File: config.mk
export PLATFORM = sky130hd
export DESIGN_NAME = mbr_partition_table_parser_flat
export DESIGN_NICKNAME = d
export VERILOG_FILES = /design/src/sv/mbrp_pkg.sv /design/src/sv/mbrp_stream_if.sv /design/src/sv/mbrp_ctrl.sv /design/src/sv/mbrp_dp.sv /design/src/sv/mbr_partition_table_parser.sv /design/src/flat_wrapper.sv
export SDC_FILE = /design/constraint.sdc
export NUM_CORES = 1
export LEC_CHECK = 0
export BUFFER_PORTS_ARGS = -buffer_cell sky130_fd_sc_hd__buf_2
export CAP_MARGIN = 0
export CELL_PAD_IN_SITES_DETAIL_PLACEMENT = 0
export CELL_PAD_IN_SITES_GLOBAL_PLACEMENT = 1
export CORE_ASPECT_RATIO = 0.75
export CORE_MARGIN = 5
export CORE_UTILIZATION = 30
export CTS_CLUSTER_DIAMETER = 30
export CTS_CLUSTER_SIZE = 8
export DETAILED_ROUTE_END_ITERATION = 12
export GPL_ROUTABILITY_DRIVEN = 0
export GPL_TIMING_DRIVEN = 0
export PLACE_DENSITY_LB_ADDON = 0.1
export SLEW_MARGIN = 20
export SYNTH_ARGS = -nofsm -noshare
export SYNTH_HDL_FRONTEND = slang
export SYNTH_SLANG_ARGS = --single-unit
File: constraint.sdc
create_clock -name clk -period 12.49 [get_ports clk]
set_clock_uncertainty 0.2 [all_clocks]
set_input_delay 1.8735 -clock clk [delete_from_list [all_inputs] [get_ports clk]]
set_output_delay 1.8735 -clock clk [all_outputs]
set_load 0.05 [all_outputs]
File: src/sv/mbrp_pkg.sv
// ----------------------------------------------------------------------------
// mbrp_pkg
// Shared types and constants of the MBR partition table parser: sector layout,
// result status codes, controller states and the controller/datapath links.
// ----------------------------------------------------------------------------
`default_nettype none

package mbrp_pkg;

  // sector layout
  localparam int SECTOR_BYTES = 512;
  localparam int POS_W        = $clog2(SECTOR_BYTES);
  localparam int SECTOR_SHIFT = $clog2(SECTOR_BYTES);
  localparam int TABLE_BASE   = 'h1BE;
  localparam int TABLE_STRIDE = 16;

  // byte offsets within one partition entry
  localparam logic [3:0] OFS_TYPE   = 4'd4;
  localparam logic [3:0] OFS_START  = 4'd8;
  localparam logic [3:0] OFS_LENGTH = 4'd12;

  // boot signature
  localparam logic [POS_W-1:0] SIG_LOW_POS  = POS_W'(510);
  localparam logic [POS_W-1:0] SIG_HIGH_POS = POS_W'(511);
  localparam logic [7:0]       SIG_LOW      = 8'h55;
  localparam logic [7:0]       SIG_HIGH     = 8'hAA;

  // field widths
  localparam int BYTE_W  = 8;
  localparam int STAT_W  = 2;
  localparam int SLOT_W  = 3;
  localparam int SECT_W  = 32;
  localparam int OFFS_W  = SECT_W + SECTOR_SHIFT;
  localparam int DISK_W  = 48;
  localparam int APB_DW  = 64;
  localparam int APB_AW  = 4;

  // configuration register indexes (paddr bit 3 selects)
  localparam logic REG_SCAN_ENABLE = 1'b0;
  localparam logic REG_DISK_BYTES  = 1'b1;

  // result status codes
  typedef enum logic [STAT_W-1:0] {
    ST_PART    = 2'd0,
    ST_NOT_MBR = 2'd1,
    ST_NO_PART = 2'd2
  } status_t;

  // controller states
  typedef enum logic [1:0] {
    S_RUN  = 2'b01,
    S_SCAN = 2'b10
  } state_t;

  // controller to datapath
  typedef struct packed {
    logic    take_byte;
    logic    load;
    status_t code;
    logic    last;
  } mbrp_cmd_t;

  // datapath to controller
  typedef struct packed {
    logic at_end;
    logic sig_ok;
    logic any_valid;
    logic cur_valid;
    logic rest_none;
    logic out_free;
  } mbrp_sts_t;

endpackage

`default_nettype wire

File: src/sv/mbrp_stream_if.sv
// ----------------------------------------------------------------------------
// mbrp stream interfaces
// Valid/ready channels for sector bytes in and partition results out.
// ----------------------------------------------------------------------------
`default_nettype none

interface mbrp_in_if
  import mbrp_pkg::*;
();
  logic              valid;
  logic              ready;
  logic [BYTE_W-1:0] byte_value;
  logic              first_byte;

  modport source (output valid, byte_value, first_byte, input ready);
  modport sink   (input valid, byte_value, first_byte, output ready);
endinterface

interface mbrp_out_if
  import mbrp_pkg::*;
();
  logic              valid;
  logic              ready;
  logic [STAT_W-1:0] status;
  logic [SLOT_W-1:0] slot;
  logic [BYTE_W-1:0] part_type;
  logic [OFFS_W-1:0] start_byte;
  logic [OFFS_W-1:0] length_bytes;
  logic              fits_disk;
  logic              last;

  modport source (output valid, status, slot, part_type, start_byte, length_bytes,
                  fits_disk, last, input ready);
  modport sink   (input valid, status, slot, part_type, start_byte, length_bytes,
                  fits_disk, last, output ready);
endinterface

`default_nettype wire

File: src/sv/mbrp_ctrl.sv
// ----------------------------------------------------------------------------
// mbrp_ctrl
// Controller: takes bytes, then if scan_enable walks the partition entries
// after the signature byte, one result load per cycle while output is free.
// ----------------------------------------------------------------------------
`default_nettype none

module mbrp_ctrl
  import mbrp_pkg::*;
#(
  parameter int IDX_W       = 2
) (
  input  wire logic             clk,
  input  wire logic             rst_n,
  input  wire logic             in_valid,
  output logic                  in_ready,
  input  wire logic             scan_enable,
  input  wire mbrp_sts_t        sts,
  output mbrp_cmd_t             cmd,
  output logic [IDX_W-1:0]      idx
);

  state_t           state_r, state_nxt;
  logic [IDX_W-1:0] idx_r, idx_nxt;

  // next state and commands
  always_comb begin
    state_nxt     = state_r;
    idx_nxt       = idx_r;
    in_ready      = (state_r == S_RUN);
    cmd.take_byte = in_valid && (state_r == S_RUN);
    cmd.load      = 1'b0;
    cmd.code      = ST_PART;
    cmd.last      = 1'b0;
    case (state_r)
      S_RUN: begin
        if (cmd.take_byte && sts.at_end && scan_enable) begin
          state_nxt = S_SCAN;
          idx_nxt   = '0;
        end
      end
      S_SCAN: begin
        if (!sts.sig_ok) begin
          if (sts.out_free) begin
            cmd.load  = 1'b1;
            cmd.code  = ST_NOT_MBR;
            cmd.last  = 1'b1;
            state_nxt = S_RUN;
          end
        end else if (!sts.any_valid) begin
          if (sts.out_free) begin
            cmd.load  = 1'b1;
            cmd.code  = ST_NO_PART;
            cmd.last  = 1'b1;
            state_nxt = S_RUN;
          end
        end else if (sts.cur_valid) begin
          if (sts.out_free) begin
            cmd.load = 1'b1;
            cmd.code = ST_PART;
            cmd.last = sts.rest_none;
            if (sts.rest_none) begin
              state_nxt = S_RUN;
            end else begin
              idx_nxt = idx_r + 1'b1;
            end
          end
        end else begin
          // empty entry: skip without output
          idx_nxt = idx_r + 1'b1;
        end
      end
      default: begin
        state_nxt = S_RUN;
      end
    endcase
  end

  // state registers
  always_ff @(posedge clk) begin
    if (!rst_n) begin
      state_r <= S_RUN;
      idx_r   <= '0;
    end else begin
      state_r <= state_nxt;
      idx_r   <= idx_nxt;
    end
  end

  assign idx = idx_r;

endmodule

`default_nettype wire

File: src/sv/mbrp_dp.sv
// ----------------------------------------------------------------------------
// mbrp_dp
// Datapath: byte position counter, partition entry capture, signature check,
// entry valid mask and the result register with byte offset and size check.
// ----------------------------------------------------------------------------
`default_nettype none

module mbrp_dp
  import mbrp_pkg::*;
#(
  parameter int ENTRY_COUNT = 4,
  parameter int IDX_W       = 2
) (
  input  wire logic              clk,
  input  wire logic              rst_n,
  input  wire mbrp_cmd_t         cmd,
  input  wire logic [IDX_W-1:0]  idx,
  input  wire logic [BYTE_W-1:0] byte_value,
  input  wire logic              first_byte,
  input  wire logic [DISK_W-1:0] disk_bytes,
  output mbrp_sts_t              sts,
  input  wire logic              out_ready,
  output logic                   out_valid,
  output logic [STAT_W-1:0]      out_status,
  output logic [SLOT_W-1:0]      out_slot,
  output logic [BYTE_W-1:0]      out_part_type,
  output logic [OFFS_W-1:0]      out_start_byte,
  output logic [OFFS_W-1:0]      out_length_bytes,
  output logic                   out_fits_disk,
  output logic                   out_last
);

  localparam logic [POS_W-1:0] TBL_LO = POS_W'(TABLE_BASE);
  localparam logic [POS_W-1:0] TBL_HI = POS_W'(TABLE_BASE + TABLE_STRIDE * ENTRY_COUNT);

  logic [POS_W-1:0]  pos_r, pos_nxt, pos;
  logic              sig_low_r;
  logic              sig_ok_r;
  logic [ENTRY_COUNT-1:0] mask_r, mask_now;
  logic [BYTE_W-1:0] type_r   [ENTRY_COUNT];
  logic [SECT_W-1:0] start_r  [ENTRY_COUNT];
  logic [SECT_W-1:0] length_r [ENTRY_COUNT];

  logic [POS_W-1:0]  rel;
  logic [IDX_W-1:0]  cap_idx;
  logic [3:0]        cap_off;
  logic              in_table;
  logic              end_take;

  logic [OFFS_W-1:0] sb, lb;
  logic [OFFS_W:0]   span;
  logic              fits;
  logic              rest_none;

  logic              out_valid_r;
  logic [STAT_W-1:0] status_r;
  logic [SLOT_W-1:0] slot_r;
  logic [BYTE_W-1:0] ptype_r;
  logic [OFFS_W-1:0] sb_r, lb_r;
  logic              fits_r, last_r;

  // byte position, restart on first byte
  assign pos      = first_byte ? '0 : pos_r;
  assign pos_nxt  = pos + 1'b1;
  assign rel      = pos - TBL_LO;
  assign cap_idx  = rel[4 +: IDX_W];
  assign cap_off  = rel[3:0];
  assign in_table = (pos >= TBL_LO) && (pos < TBL_HI);
  assign end_take = cmd.take_byte && (pos == SIG_HIGH_POS);

  always_ff @(posedge clk) begin
    if (!rst_n) begin
      pos_r     <= '0;
      sig_low_r <= 1'b0;
    end else if (cmd.take_byte) begin
      pos_r <= pos_nxt;
      if (pos == SIG_LOW_POS) begin
        sig_low_r <= (byte_value == SIG_LOW);
      end
    end
  end

  // partition entry capture, little-endian words
  always_ff @(posedge clk) begin
    if (cmd.take_byte && in_table) begin
      case (cap_off) inside
        OFS_TYPE: begin
          type_r[cap_idx] <= byte_value;
        end
        [OFS_START : OFS_START + 4'd3]: begin
          start_r[cap_idx][8 * cap_off[1:0] +: 8] <= byte_value;
        end
        [OFS_LENGTH : OFS_LENGTH + 4'd3]: begin
          length_r[cap_idx][8 * cap_off[1:0] +: 8] <= byte_value;
        end
        default: begin
        end
      endcase
    end
  end

  // entry valid mask, taken with the last byte
  always_comb begin
    for (int i = 0; i < ENTRY_COUNT; i++) begin
      mask_now[i] = (type_r[i] != '0) && (start_r[i] != '0) && (length_r[i] != '0);
    end
  end

  always_ff @(posedge clk) begin
    if (end_take) begin
      mask_r   <= mask_now;
      sig_ok_r <= sig_low_r && (byte_value == SIG_HIGH);
    end
  end

  // any later valid entry left after the cursor
  always_comb begin
    rest_none = 1'b1;
    for (int j = 0; j < ENTRY_COUNT; j++) begin
      if ((j > int'(idx)) && mask_r[j]) begin
        rest_none = 1'b0;
      end
    end
  end

  assign sts.at_end    = (pos == SIG_HIGH_POS);
  assign sts.sig_ok    = sig_ok_r;
  assign sts.any_valid = |mask_r;
  assign sts.cur_valid = mask_r[idx];
  assign sts.rest_none = rest_none;
  assign sts.out_free  = !out_valid_r || out_ready;

  // byte offsets and disk size check for the entry at the cursor
  assign sb   = {start_r[idx], {SECTOR_SHIFT{1'b0}}};
  assign lb   = {length_r[idx], {SECTOR_SHIFT{1'b0}}};
  assign span = {1'b0, sb} + {1'b0, lb};
  assign fits = {{(DISK_W - OFFS_W - 1){1'b0}}, span} <= disk_bytes;

  // result register
  always_ff @(posedge clk) begin
    if (!rst_n) begin
      out_valid_r <= 1'b0;
    end else if (cmd.load) begin
      out_valid_r <= 1'b1;
    end else if (out_ready) begin
      out_valid_r <= 1'b0;
    end
  end

  always_ff @(posedge clk) begin
    if (cmd.load) begin
      status_r <= cmd.code;
      last_r   <= cmd.last;
      if (cmd.code == ST_PART) begin
        slot_r  <= SLOT_W'(idx) + 1'b1;
        ptype_r <= type_r[idx];
        sb_r    <= sb;
        lb_r    <= lb;
        fits_r  <= fits;
      end else begin
        slot_r  <= '0;
        ptype_r <= '0;
        sb_r    <= '0;
        lb_r    <= '0;
        fits_r  <= 1'b0;
      end
    end
  end

  assign out_valid        = out_valid_r;
  assign out_status       = status_r;
  assign out_slot         = slot_r;
  assign out_part_type    = ptype_r;
  assign out_start_byte   = sb_r;
  assign out_length_bytes = lb_r;
  assign out_fits_disk    = fits_r;
  assign out_last         = last_r;

endmodule

`default_nettype wire

File: src/sv/mbr_partition_table_parser.sv
// ----------------------------------------------------------------------------
// mbr_partition_table_parser
// Parses the partition table of a disk's first sector from a byte stream.
// ----------------------------------------------------------------------------
// Usage:
//   in_chan carries one sector byte per item; first_byte marks byte 0 and
//   restarts the position count, otherwise the count wraps after byte 511.
//   Bytes are taken at one item per cycle while the block is running.
//   After byte 511 (when scan_enable is set) the block stops taking bytes and
//   walks the ENTRY_COUNT partition entries up to the last valid one, one per
//   cycle while the receiver does not stall: either one not-MBR item, one
//   no-partition item, or one record per valid entry, the final one flagged
//   by last. Once byte 511 is taken the controller enters the scan state and
//   loads each result into the result register; an empty entry is skipped
//   without a result, so empty leading entries delay the first one.
//   out_chan is fed from a result register, so the last result may wait for
//   the receiver while bytes of the next sector are taken; a stalled receiver
//   holds the walk on the next record.
//   The APB port holds scan_enable (address 0) and disk_bytes (address 8).
//   Reset clears the position count and the signature flag, sets scan_enable
//   and clears disk_bytes.
// ----------------------------------------------------------------------------
`default_nettype none

module mbr_partition_table_parser
  import mbrp_pkg::*;
#(
  parameter int ENTRY_COUNT = 4
) (
  input  wire logic              clk,
  input  wire logic              rst_n,
  mbrp_in_if.sink                in_chan,
  mbrp_out_if.source             out_chan,
  input  wire logic              cfg_psel,
  input  wire logic              cfg_penable,
  input  wire logic              cfg_pwrite,
  input  wire logic [APB_AW-1:0] cfg_paddr,
  input  wire logic [APB_DW-1:0] cfg_pwdata,
  output logic      [APB_DW-1:0] cfg_prdata,
  output logic                   cfg_pready
);

  localparam int IDX_W = (ENTRY_COUNT > 1) ? $clog2(ENTRY_COUNT) : 1;

  logic              scan_en_r;
  logic [DISK_W-1:0] disk_r;
  logic              wr_en;
  mbrp_cmd_t         cmd;
  mbrp_sts_t         sts;
  logic [IDX_W-1:0]  idx;

  // configuration registers
  assign wr_en      = cfg_psel && cfg_penable && cfg_pwrite;
  assign cfg_pready = 1'b1;

  always_ff @(posedge clk) begin
    if (!rst_n) begin
      scan_en_r <= 1'b1;
      disk_r    <= '0;
    end else if (wr_en) begin
      if (cfg_paddr[3] == REG_SCAN_ENABLE) begin
        scan_en_r <= cfg_pwdata[0];
      end else begin
        disk_r <= cfg_pwdata[DISK_W-1:0];
      end
    end
  end

  assign cfg_prdata = (cfg_paddr[3] == REG_DISK_BYTES)
                    ? {{(APB_DW - DISK_W){1'b0}}, disk_r}
                    : {{(APB_DW - 1){1'b0}}, scan_en_r};

  mbrp_ctrl #(
    .IDX_W       (IDX_W)
  ) u_ctrl (
    .clk         (clk),
    .rst_n       (rst_n),
    .in_valid    (in_chan.valid),
    .in_ready    (in_chan.ready),
    .scan_enable (scan_en_r),
    .sts         (sts),
    .cmd         (cmd),
    .idx         (idx)
  );

  mbrp_dp #(
    .ENTRY_COUNT (ENTRY_COUNT),
    .IDX_W       (IDX_W)
  ) u_dp (
    .clk              (clk),
    .rst_n            (rst_n),
    .cmd              (cmd),
    .idx              (idx),
    .byte_value       (in_chan.byte_value),
    .first_byte       (in_chan.first_byte),
    .disk_bytes       (disk_r),
    .sts              (sts),
    .out_ready        (out_chan.ready),
    .out_valid        (out_chan.valid),
    .out_status       (out_chan.status),
    .out_slot         (out_chan.slot),
    .out_part_type    (out_chan.part_type),
    .out_start_byte   (out_chan.start_byte),
    .out_length_bytes (out_chan.length_bytes),
    .out_fits_disk    (out_chan.fits_disk),
    .out_last         (out_chan.last)
  );

endmodule

`default_nettype wire
File: src/flat_wrapper.sv
// flat-port wrapper written by rule: the top's interface ports become plain ports
module mbr_partition_table_parser_flat import mbrp_pkg::*;
#(
  parameter int ENTRY_COUNT = 4
)
  (clk, rst_n, cfg_psel, cfg_penable, cfg_pwrite, cfg_paddr, cfg_pwdata, cfg_prdata, cfg_pready, in_chan_valid, in_chan_byte_value, in_chan_first_byte, in_chan_ready, out_chan_valid, out_chan_status, out_chan_slot, out_chan_part_type, out_chan_start_byte, out_chan_length_bytes, out_chan_fits_disk, out_chan_last, out_chan_ready);
  mbrp_in_if in_chan_i ();
  mbrp_out_if out_chan_i ();
  input  wire logic clk;
  input  wire logic rst_n;
  input  wire logic cfg_psel;
  input  wire logic cfg_penable;
  input  wire logic cfg_pwrite;
  input  wire logic [APB_AW-1:0] cfg_paddr;
  input  wire logic [APB_DW-1:0] cfg_pwdata;
  output logic      [APB_DW-1:0] cfg_prdata;
  output logic cfg_pready;
  input wire logic [$bits(in_chan_i.valid)-1:0] in_chan_valid;
  input wire logic [$bits(in_chan_i.byte_value)-1:0] in_chan_byte_value;
  input wire logic [$bits(in_chan_i.first_byte)-1:0] in_chan_first_byte;
  output wire logic [$bits(in_chan_i.ready)-1:0] in_chan_ready;
  output wire logic [$bits(out_chan_i.valid)-1:0] out_chan_valid;
  output wire logic [$bits(out_chan_i.status)-1:0] out_chan_status;
  output wire logic [$bits(out_chan_i.slot)-1:0] out_chan_slot;
  output wire logic [$bits(out_chan_i.part_type)-1:0] out_chan_part_type;
  output wire logic [$bits(out_chan_i.start_byte)-1:0] out_chan_start_byte;
  output wire logic [$bits(out_chan_i.length_bytes)-1:0] out_chan_length_bytes;
  output wire logic [$bits(out_chan_i.fits_disk)-1:0] out_chan_fits_disk;
  output wire logic [$bits(out_chan_i.last)-1:0] out_chan_last;
  input wire logic [$bits(out_chan_i.ready)-1:0] out_chan_ready;
  assign in_chan_i.valid = in_chan_valid;
  assign in_chan_i.byte_value = in_chan_byte_value;
  assign in_chan_i.first_byte = in_chan_first_byte;
  assign in_chan_ready = in_chan_i.ready;
  assign out_chan_valid = out_chan_i.valid;
  assign out_chan_status = out_chan_i.status;
  assign out_chan_slot = out_chan_i.slot;
  assign out_chan_part_type = out_chan_i.part_type;
  assign out_chan_start_byte = out_chan_i.start_byte;
  assign out_chan_length_bytes = out_chan_i.length_bytes;
  assign out_chan_fits_disk = out_chan_i.fits_disk;
  assign out_chan_last = out_chan_i.last;
  assign out_chan_i.ready = out_chan_ready;
  mbr_partition_table_parser #(.ENTRY_COUNT(ENTRY_COUNT)) u_core (.clk(clk), .rst_n(rst_n), .in_chan(in_chan_i), .out_chan(out_chan_i), .cfg_psel(cfg_psel), .cfg_penable(cfg_penable), .cfg_pwrite(cfg_pwrite), .cfg_paddr(cfg_paddr), .cfg_pwdata(cfg_pwdata), .cfg_prdata(cfg_prdata), .cfg_pready(cfg_pready));
endmodule
==> results of run 1 <==
==> cell type report <==
class,instances,share of cell area
flip-flops and latches,438,0.4821
multi-input cells,1020,0.2888
clock buffers,112,0.09532
well taps,892,0.04307
repair buffers,194,0.03950
clock inverters,50,0.02390
plain buffers,97,0.01960
inverters,52,0.007533
diodes,2,0.0001932
==> layer usage <==
metal,vias to the layer above,wire length (um),global-route usage
met2,475,33590,0.3080
met5,-,0,0
li1,6534,-,-
met3,111,6630,0.06763
met4,0,1524,0.05114
met1,7271,31190,0.2523
==> cell families after synthesis <==
group / after synthesis / share of synthesized area
other: 2 / 0.0003660
xor gates and xnor gates: 29 / 0.01238
buffers and inverters: 149 / 0.03427
muxes: 76 / 0.08164
AOI/OAI and AO/OA: 218 / 0.07195
DFF: 438 / 0.6087
adders and majority gates: 78 / 0.04792
and+or+nand+nor: 584 / 0.1427
==> worst min-delay path: cells and delay by family, from the launching register on <==
| kind | cells | cell delay (ns) |
|---|---|---|
| simple gates | 1 | 0.04 |
| compound gates | 1 | 0.06 |
| flops | 1 | 0.30 |
==> sequential cells by signal, summed over array words and instances, names as in the netlist, named ones only <==
signal / count
u_core.u_dp.length_r: 128
u_core.u_dp.start_r: 128
u_core.disk_r: 48
u_core.u_dp.out_length_bytes: 32
u_core.u_dp.out_start_byte: 32
u_core.u_dp.type_r: 32
u_core.u_dp.pos_r: 9
u_core.u_dp.out_part_type: 8
u_core.u_dp.mask_r: 4
u_core.u_dp.out_slot: 3
u_core.u_ctrl.idx: 2
u_core.u_ctrl.state_r: 2
u_core.u_dp.out_status: 2
u_core.scan_en_r: 1
u_core.u_dp.out_fits_disk: 1
u_core.u_dp.out_last: 1
u_core.u_dp.out_valid: 1
u_core.u_dp.sig_low_r: 1
u_core.u_dp.sig_ok_r: 1
==> metrics by stage <==
stage / cells / hold slack, ns
6_report: 2857 / 0.2575
5_1_grt: 2857 / 0.2816
4_1_cts: 2855 / 0.2610
3_5_place_dp: 2693 / 0.2554
3_3_place_gp: 2690 / 0.2492
2_1_floorplan: 1607 / 0.2389
==> worst paths after layout <==
path                                                        start                                 endpoint  slack (ns)  cells past startpoint
worst max-delay path                                     register  u_core.u_dp.out_fits_disk$_SDFFCE_PP0P_        5.82                     18
worst max register to register                           register  u_core.u_dp.out_fits_disk$_SDFFCE_PP0P_        5.82                     18
worst min-delay path            u_core.u_dp.pos_r[8]$_SDFFE_PN0P_        u_core.u_dp.pos_r[8]$_SDFFE_PN0P_        0.26                      2
worst min register to register  u_core.u_dp.pos_r[8]$_SDFFE_PN0P_        u_core.u_dp.pos_r[8]$_SDFFE_PN0P_        0.26                      2
==> synthesized netlist by cell type (11+ instances only) <==
cell      number
dfxtp_1       66
nand4_1       29
buf_4         35
nor2b_1       11
nand3_1       21
and2_1        97
nor2_1       142
clkbuf_1      51
nand2b_1      17
a21oi_1       45
a211oi_1      12
a21o_1        14
mux4_2        73
inv_1         51
nand2_1      157
edfxtp_1     372
xnor2_1       20
o21ai_0       33
ha_1          77
nor4_1        80
a21boi_0      53
==> power by group <==
part	leakage (uW)	internal (uW)	total (uW)	switching, uW
logic	0.00376	86.4	323	237
registers	0.00413	1620	1630	12.2
clock network	0.00150	1610	2410	800
==> impl_metrics.csv, run 1 <==
group,metric,value,unit
worst_setup_path,cpLargestDelayFamily,"simple AND/OR/NAND/NOR gates",
clock_tree,tritoncts,"built",
yosys,synth_ff_type,"edfxtp_1",
clock_tree,htree_levels,3,
place,place_hpwl,56.97,mm
clock_tree,cts_buffer_depth,3,
die,die_w,312,um
yosys,synth_seq_area_share,0.6087,
drt,drc_errors,0,
yosys,ys_types,69,
power,p_leak,0.009395,uW
timing,rsz0062_at_grt,"no",
drt,drt_iter0_markers,1156,
layout,areaGrowthSynthToFinish,26.27,%
outcome,status,"finished clean",
global_routing,grt_pass1_wl,103.0,mm
worst_setup_path,start_kind,"register",
timing,finalCritPeriodShare,0.5339,
worst_setup_path,max_stage_delay,0.80,ns
layout,multiInputGateArea,7482,um^2
layout,final_cell_mix,"edfxtp_1, buf_2, nand2_1, nor2_1, and2_1",
layout,stdcell_area,25910,um^2
clock_tree,ctsHoldBuffers,0,
timing,worst_pin_slew,1.189,ns
global_routing,grt_remaining_overflow,0,
run,max_cap_viol_count,0,
timing,drv_slew,0,
place,io_buffers,191,
drt,via_count,14391,
die,start_util,0.3012,
worst_setup_path,cp_slowest_cell,"clkbuf_1",
yosys,async_flop_share,0,
place,pre_cts_ws,5.738,ns
clock_tree,cts-root-buf,"clkbuf_16",
die,coreArea,68130,um^2
timing,max_slew_margin,0.2042,
drt,wl_per_cell,25.53,um
worst_setup_path,cp.arrival,6.93,ns
layout,final_common_cell,"edfxtp_1",
power,powerDensity,168.4,nW/um^2
place,placed_area,22810,um^2
yosys,syn_inst,1574,
worst_setup_path,cp_max_fo,10,
yosys,yosys-top-cells-area,"edfxtp_1, mux4_2, dfxtp_1",
worst_setup_path,end_kind,"register",
yosys,synth-edff-count,372,
drt,firstDrtPassIters,7,
worst_setup_path,crit_type,"reg -> reg",
timing,clock.fmax,150.0,MHz
power,p_total,4364,uW
timing,timing.setup.tns,0,ns
die,io_pins,248,
yosys,synth_area_leader_cell,"edfxtp_1",
clock_tree,cts_buffers,92,
power,ir_drop,103.0,uV
layout,fin_util,0.3803,
drt,ant_nets,0,
worst_setup_path,worst-path-buf-inv,3,
die,die_area,73790,um^2
global_routing,grt_max_degree,29,
worst_setup_path,path_cells,"clkbuf_1, clkbuf_1, mux4_2, ha_1, inv_1, fa_1, nor2b_4, o31a_1, o2111ai_1, and3_4, o41ai_4, xor2_1, ha_1, nand4_1, nor4_1, nand4_1, or4_1, a21oi_1",
timing,hold_violations,0,
clock_tree,insertion_delay,0.63,ns
yosys,synth_top_area_share,0.5444,
global_routing,antenna_found_initial,5,
clock_tree,post_cts_buffers,0,
timing,worst_slack,5.822,ns
clock_tree,cts-resized-gates,0,
yosys,ys_seq_elements,438,
drt,via_per_inst,5.037,
yosys,synth_area_per_cell,13.04,um^2
yosys,yosysWarnings,0,
die,num_rows,83,
clock_tree,clkTransAtPathRegs,0.05,ns
die,fp.dieH,236.5,um
global_routing,grt_pass1_vias,14859,
yosys,syn_area,20520,um^2
layout,drive_above_1_share,0.2466,
timing,period_minus_slack,6.668,ns
layout,register_area,12490,um^2
global_routing,globalRouteTotalUtil,0.1930,
clock_tree,cts_sinks,438,
timing,setup_viol,0,
layout,fin_nets,2057,
drt,wirelength,72.94,mm
layout,nFillCells,6638,
min_path,min_path_type,"reg -> reg",
worst_setup_path,required,12.76,ns
Note: power is estimated with default switching activity, not from simulation.
==> run 2, diff against run 1 <==
--- a/config.mk
+++ b/config.mk
@@ -5,6 +5,7 @@
 export SDC_FILE = /design/constraint.sdc
 export NUM_CORES = 1
 export LEC_CHECK = 0
+export ABC_AREA = 1
 export BUFFER_PORTS_ARGS = -buffer_cell sky130_fd_sc_hd__buf_2
 export CAP_MARGIN = 0
 export CELL_PAD_IN_SITES_DETAIL_PLACEMENT = 0
==> constraint.sdc (replaced) <==
create_clock -name clk -period 6.9 [get_ports clk]
set_clock_uncertainty 0.2 [all_clocks]
set_input_delay 1.035 -clock clk [delete_from_list [all_inputs] [get_ports clk]]
set_output_delay 1.035 -clock clk [all_outputs]
set_load 0.05 [all_outputs]
==> run 2 against run 1 <==
Area after synthesis up 4.3%; worst hold slack worse by 0.0086 ns; cell area up 5.7%; total power up 99%; critical endpoint unchanged; largest cell class unchanged; largest power group unchanged; highest routed layer unchanged.
==> impl_metrics.csv, run 2 <==
group,metric,value,unit
yosys,synth_xor_area_frac,0.008182,
yosys,yosysWarnings,0,
drt,firstDrtPassIters,5,
drt,drc_errors,0,
yosys,ys_types,40,
yosys,synth_fa_ha_area_frac,0.04594,
global_routing,grt_pass1_vias,17721,
power,seq_power_share,0.341,
power,ir_drop,171.2,uV
layout,final_common_cell,"edfxtp_1",
timing,max_slew_margin,0.1645,
place,place_hpwl,66.10,mm
clock_tree,cts_buffers,105,
power,p_leak,0.01100,uW
worst_setup_path,max_stage_delay,0.82,ns
die,coreArea,70420,um^2
die,die_w,318.5,um
layout,register_area,12490,um^2
die,io_pins,248,
timing,hold_violations,0,
worst_setup_path,start_kind,"register",
worst_setup_path,required,7.05,ns
yosys,ys_seq_elements,438,
drt,drt_iter0_markers,1557,
die,start_util,0.3040,
power,combinationalPowerShare,0.088,
yosys,synth_most_common_cell,"edfxtp_1",
layout,nFillCells,7183,
clock_tree,clkTransAtPathRegs,0.05,ns
worst_setup_path,path_common_cell,"nand2_1",
power,powerDensity,317.7,nW/um^2
yosys,synth-edff-count,372,
worst_setup_path,cp_slowest_cell,"clkbuf_1",
clock_tree,cts-resized-gates,0,
worst_setup_path,end_kind,"register",
outcome,status,"finished clean",
min_path,min_path_type,"reg -> reg",
layout,areaGrowthSynthToFinish,27.93,%
yosys,synth_area_per_cell,9.419,um^2
yosys,synth_seq_area_share,0.5835,
yosys,synth_area_leader_cell,"edfxtp_1",
timing,finalCritPeriodShare,0.8813,
layout,fin_nets,2773,
layout,final_cell_mix,"edfxtp_1, nand2_1, nor2_1, inv_1, a21oi_1",
yosys,synth_top_area_share,0.5218,
global_routing,antenna_found_initial,1,
global_routing,grt_pass1_wl,121.6,mm
global_routing,grt_remaining_overflow,0,
yosys,yosys-top-cells-area,"edfxtp_1, nand2_1, dfxtp_1",
clock_tree,cts-root-buf,"clkbuf_16",
drt,ant_nets,0,
power,p_clk_frac,0.570,
clock_tree,post_cts_buffers,0,
yosys,syn_inst,2273,
timing,setup_viol,0,
layout,fin_util,0.3889,
drt,wl_per_cell,23.57,um
die,die_area,76860,um^2
clock_tree,cts_sinks,438,
timing,drv_slew,0,
place,io_buffers,191,
worst_setup_path,cp_max_fo,10,
power,p_total,8702,uW
layout,multiInputGateArea,7502,um^2
yosys,synth_ff_type,"edfxtp_1",
power,swShare,0.2477,
clock_tree,cts_buffer_depth,3,
power,intPower,6547,uW
worst_setup_path,cp.arrival,6.24,ns
worst_setup_path,crit_type,"reg -> reg",
place,pre_cts_ws,0.9465,ns
yosys,yosys.area_share.simple,0.1714,
clock_tree,insertion_delay,0.64,ns
clock_tree,tritoncts,"built",
die,num_rows,84,
clock_tree,ctsHoldBuffers,0,
timing,worst_slack,0.8188,ns
yosys,syn_area,21410,um^2
power,switching_power,2155,uW
global_routing,globalRouteTotalUtil,0.2165,
timing,clock.fmax,164.4,MHz
yosys,synthTopCellsByCount,"edfxtp_1, nand2_1, nor2_1",
clock_tree,htree_levels,3,
run,max_cap_viol_count,0,
layout,drive_above_1_share,0.1586,
timing,worst_pin_slew,1.253,ns
timing,rsz0062_at_grt,"no",
drt,via_per_inst,4.995,
global_routing,grt_max_degree,24,
yosys,async_flop_share,0,
yosys,synth_top_family_by_area,"simple AND/OR/NAND/NOR gates",
timing,period_minus_slack,6.081,ns
drt,wirelength,85.94,mm
drt,via_count,18212,
yosys,synth_compound_area_frac,0.1173,
die,fp.dieH,241.4,um
yosys,synthMuxAreaShare,0,
## run 2: cell types whose count changed after synthesis, sizes merged, moves of 17 or more
cell and change:
a21oi +181, a21boi -52, nand2b -17, nand2 +215, nor2 +185, mux4 -73
inv +210, o21ai +186, and2 -95, nand3 +18, xnor2 -18
## run 2: power by group through the flow
| stage | clock (uW) | combinational [uW] | sequential [uW] |
|---|---|---|---|
| final | 4960 | 769 | 2970 |
| after global routing | 5180 | 845 | 2970 |
| after floorplan | 0 | 413 | 3090 |
| after detailed placement | 0 | 768 | 3010 |
| after global placement | 0 | 748 | 3020 |
| after CTS | 5020 | 772 | 2970 |
## run 2: metal layers
layer,part of all wire,GRT usage,up-vias
met1,0.49,0.3273,8920
met3,0.074,0.05011,118
li1,-,-,8473
met2,0.42,0.3138,701
met5,0,0,-
met4,0.022,0.05347,0
## run 2: critical path, delay by kind of cell (launching register included)
| kind | cells | cell delay, ns |
|---|---|---|
| buffers and inverters | 3 | 1.05 |
| adder cells (fa/ha/maj) | 3 | 0.79 |
| AND/OR/NAND/NOR | 17 | 2.63 |
| flip-flops | 1 | 0.45 |
| AO/OA/AOI/OAI | 2 | 0.64 |
## run 2: logic make-up (layout without fill, tap and decap cells)
group	after synthesis	after routing
other	2	36
AOI/OAI and AO/OA	485	485
xor gates and xnor gates	20	20
buffers and inverters	378	771
DFF	438	438
adders and majority gates	78	78
and+or+nand+nor	872	872
## run 2: worst paths after layout
path              slack (ns)  cells after the start                               from                                      end
setup / recovery        0.82                     25                           register  u_core.u_dp.out_fits_disk$_SDFFCE_PP0P_
hold reg to reg         0.25                      2  u_core.u_dp.pos_r[8]$_SDFFE_PN0P_        u_core.u_dp.pos_r[8]$_SDFFE_PN0P_
hold / removal          0.25                      2  u_core.u_dp.pos_r[8]$_SDFFE_PN0P_        u_core.u_dp.pos_r[8]$_SDFFE_PN0P_
setup reg to reg        0.82                     25                           register  u_core.u_dp.out_fits_disk$_SDFFCE_PP0P_
## run 2: final cells by class
cell class	count	area share
antenna	1	0.00009137
timing repair buffer	198	0.03860
clock inverter	67	0.02814
buffer	110	0.02069
clock buffer	128	0.1025
tap	946	0.04322
sequential	438	0.4561
inverter	268	0.03673
multi-input combinational	1490	0.2739
## run 2: per-stage QoR
stage / hold WS, ns / area [um^2] / TNS [ns] / cells
5_1_grt: 0.2944 / 27390 / 0 / 3645
6_report: 0.2489 / 27390 / 0 / 3646
4_1_cts: 0.2513 / 27390 / 0 / 3645
3_3_place_gp: 0.2418 / 23670 / -60.99 / 3443
3_5_place_dp: 0.2445 / 23810 / 0 / 3450
2_1_floorplan: 0.2303 / 21530 / 0 / 2306
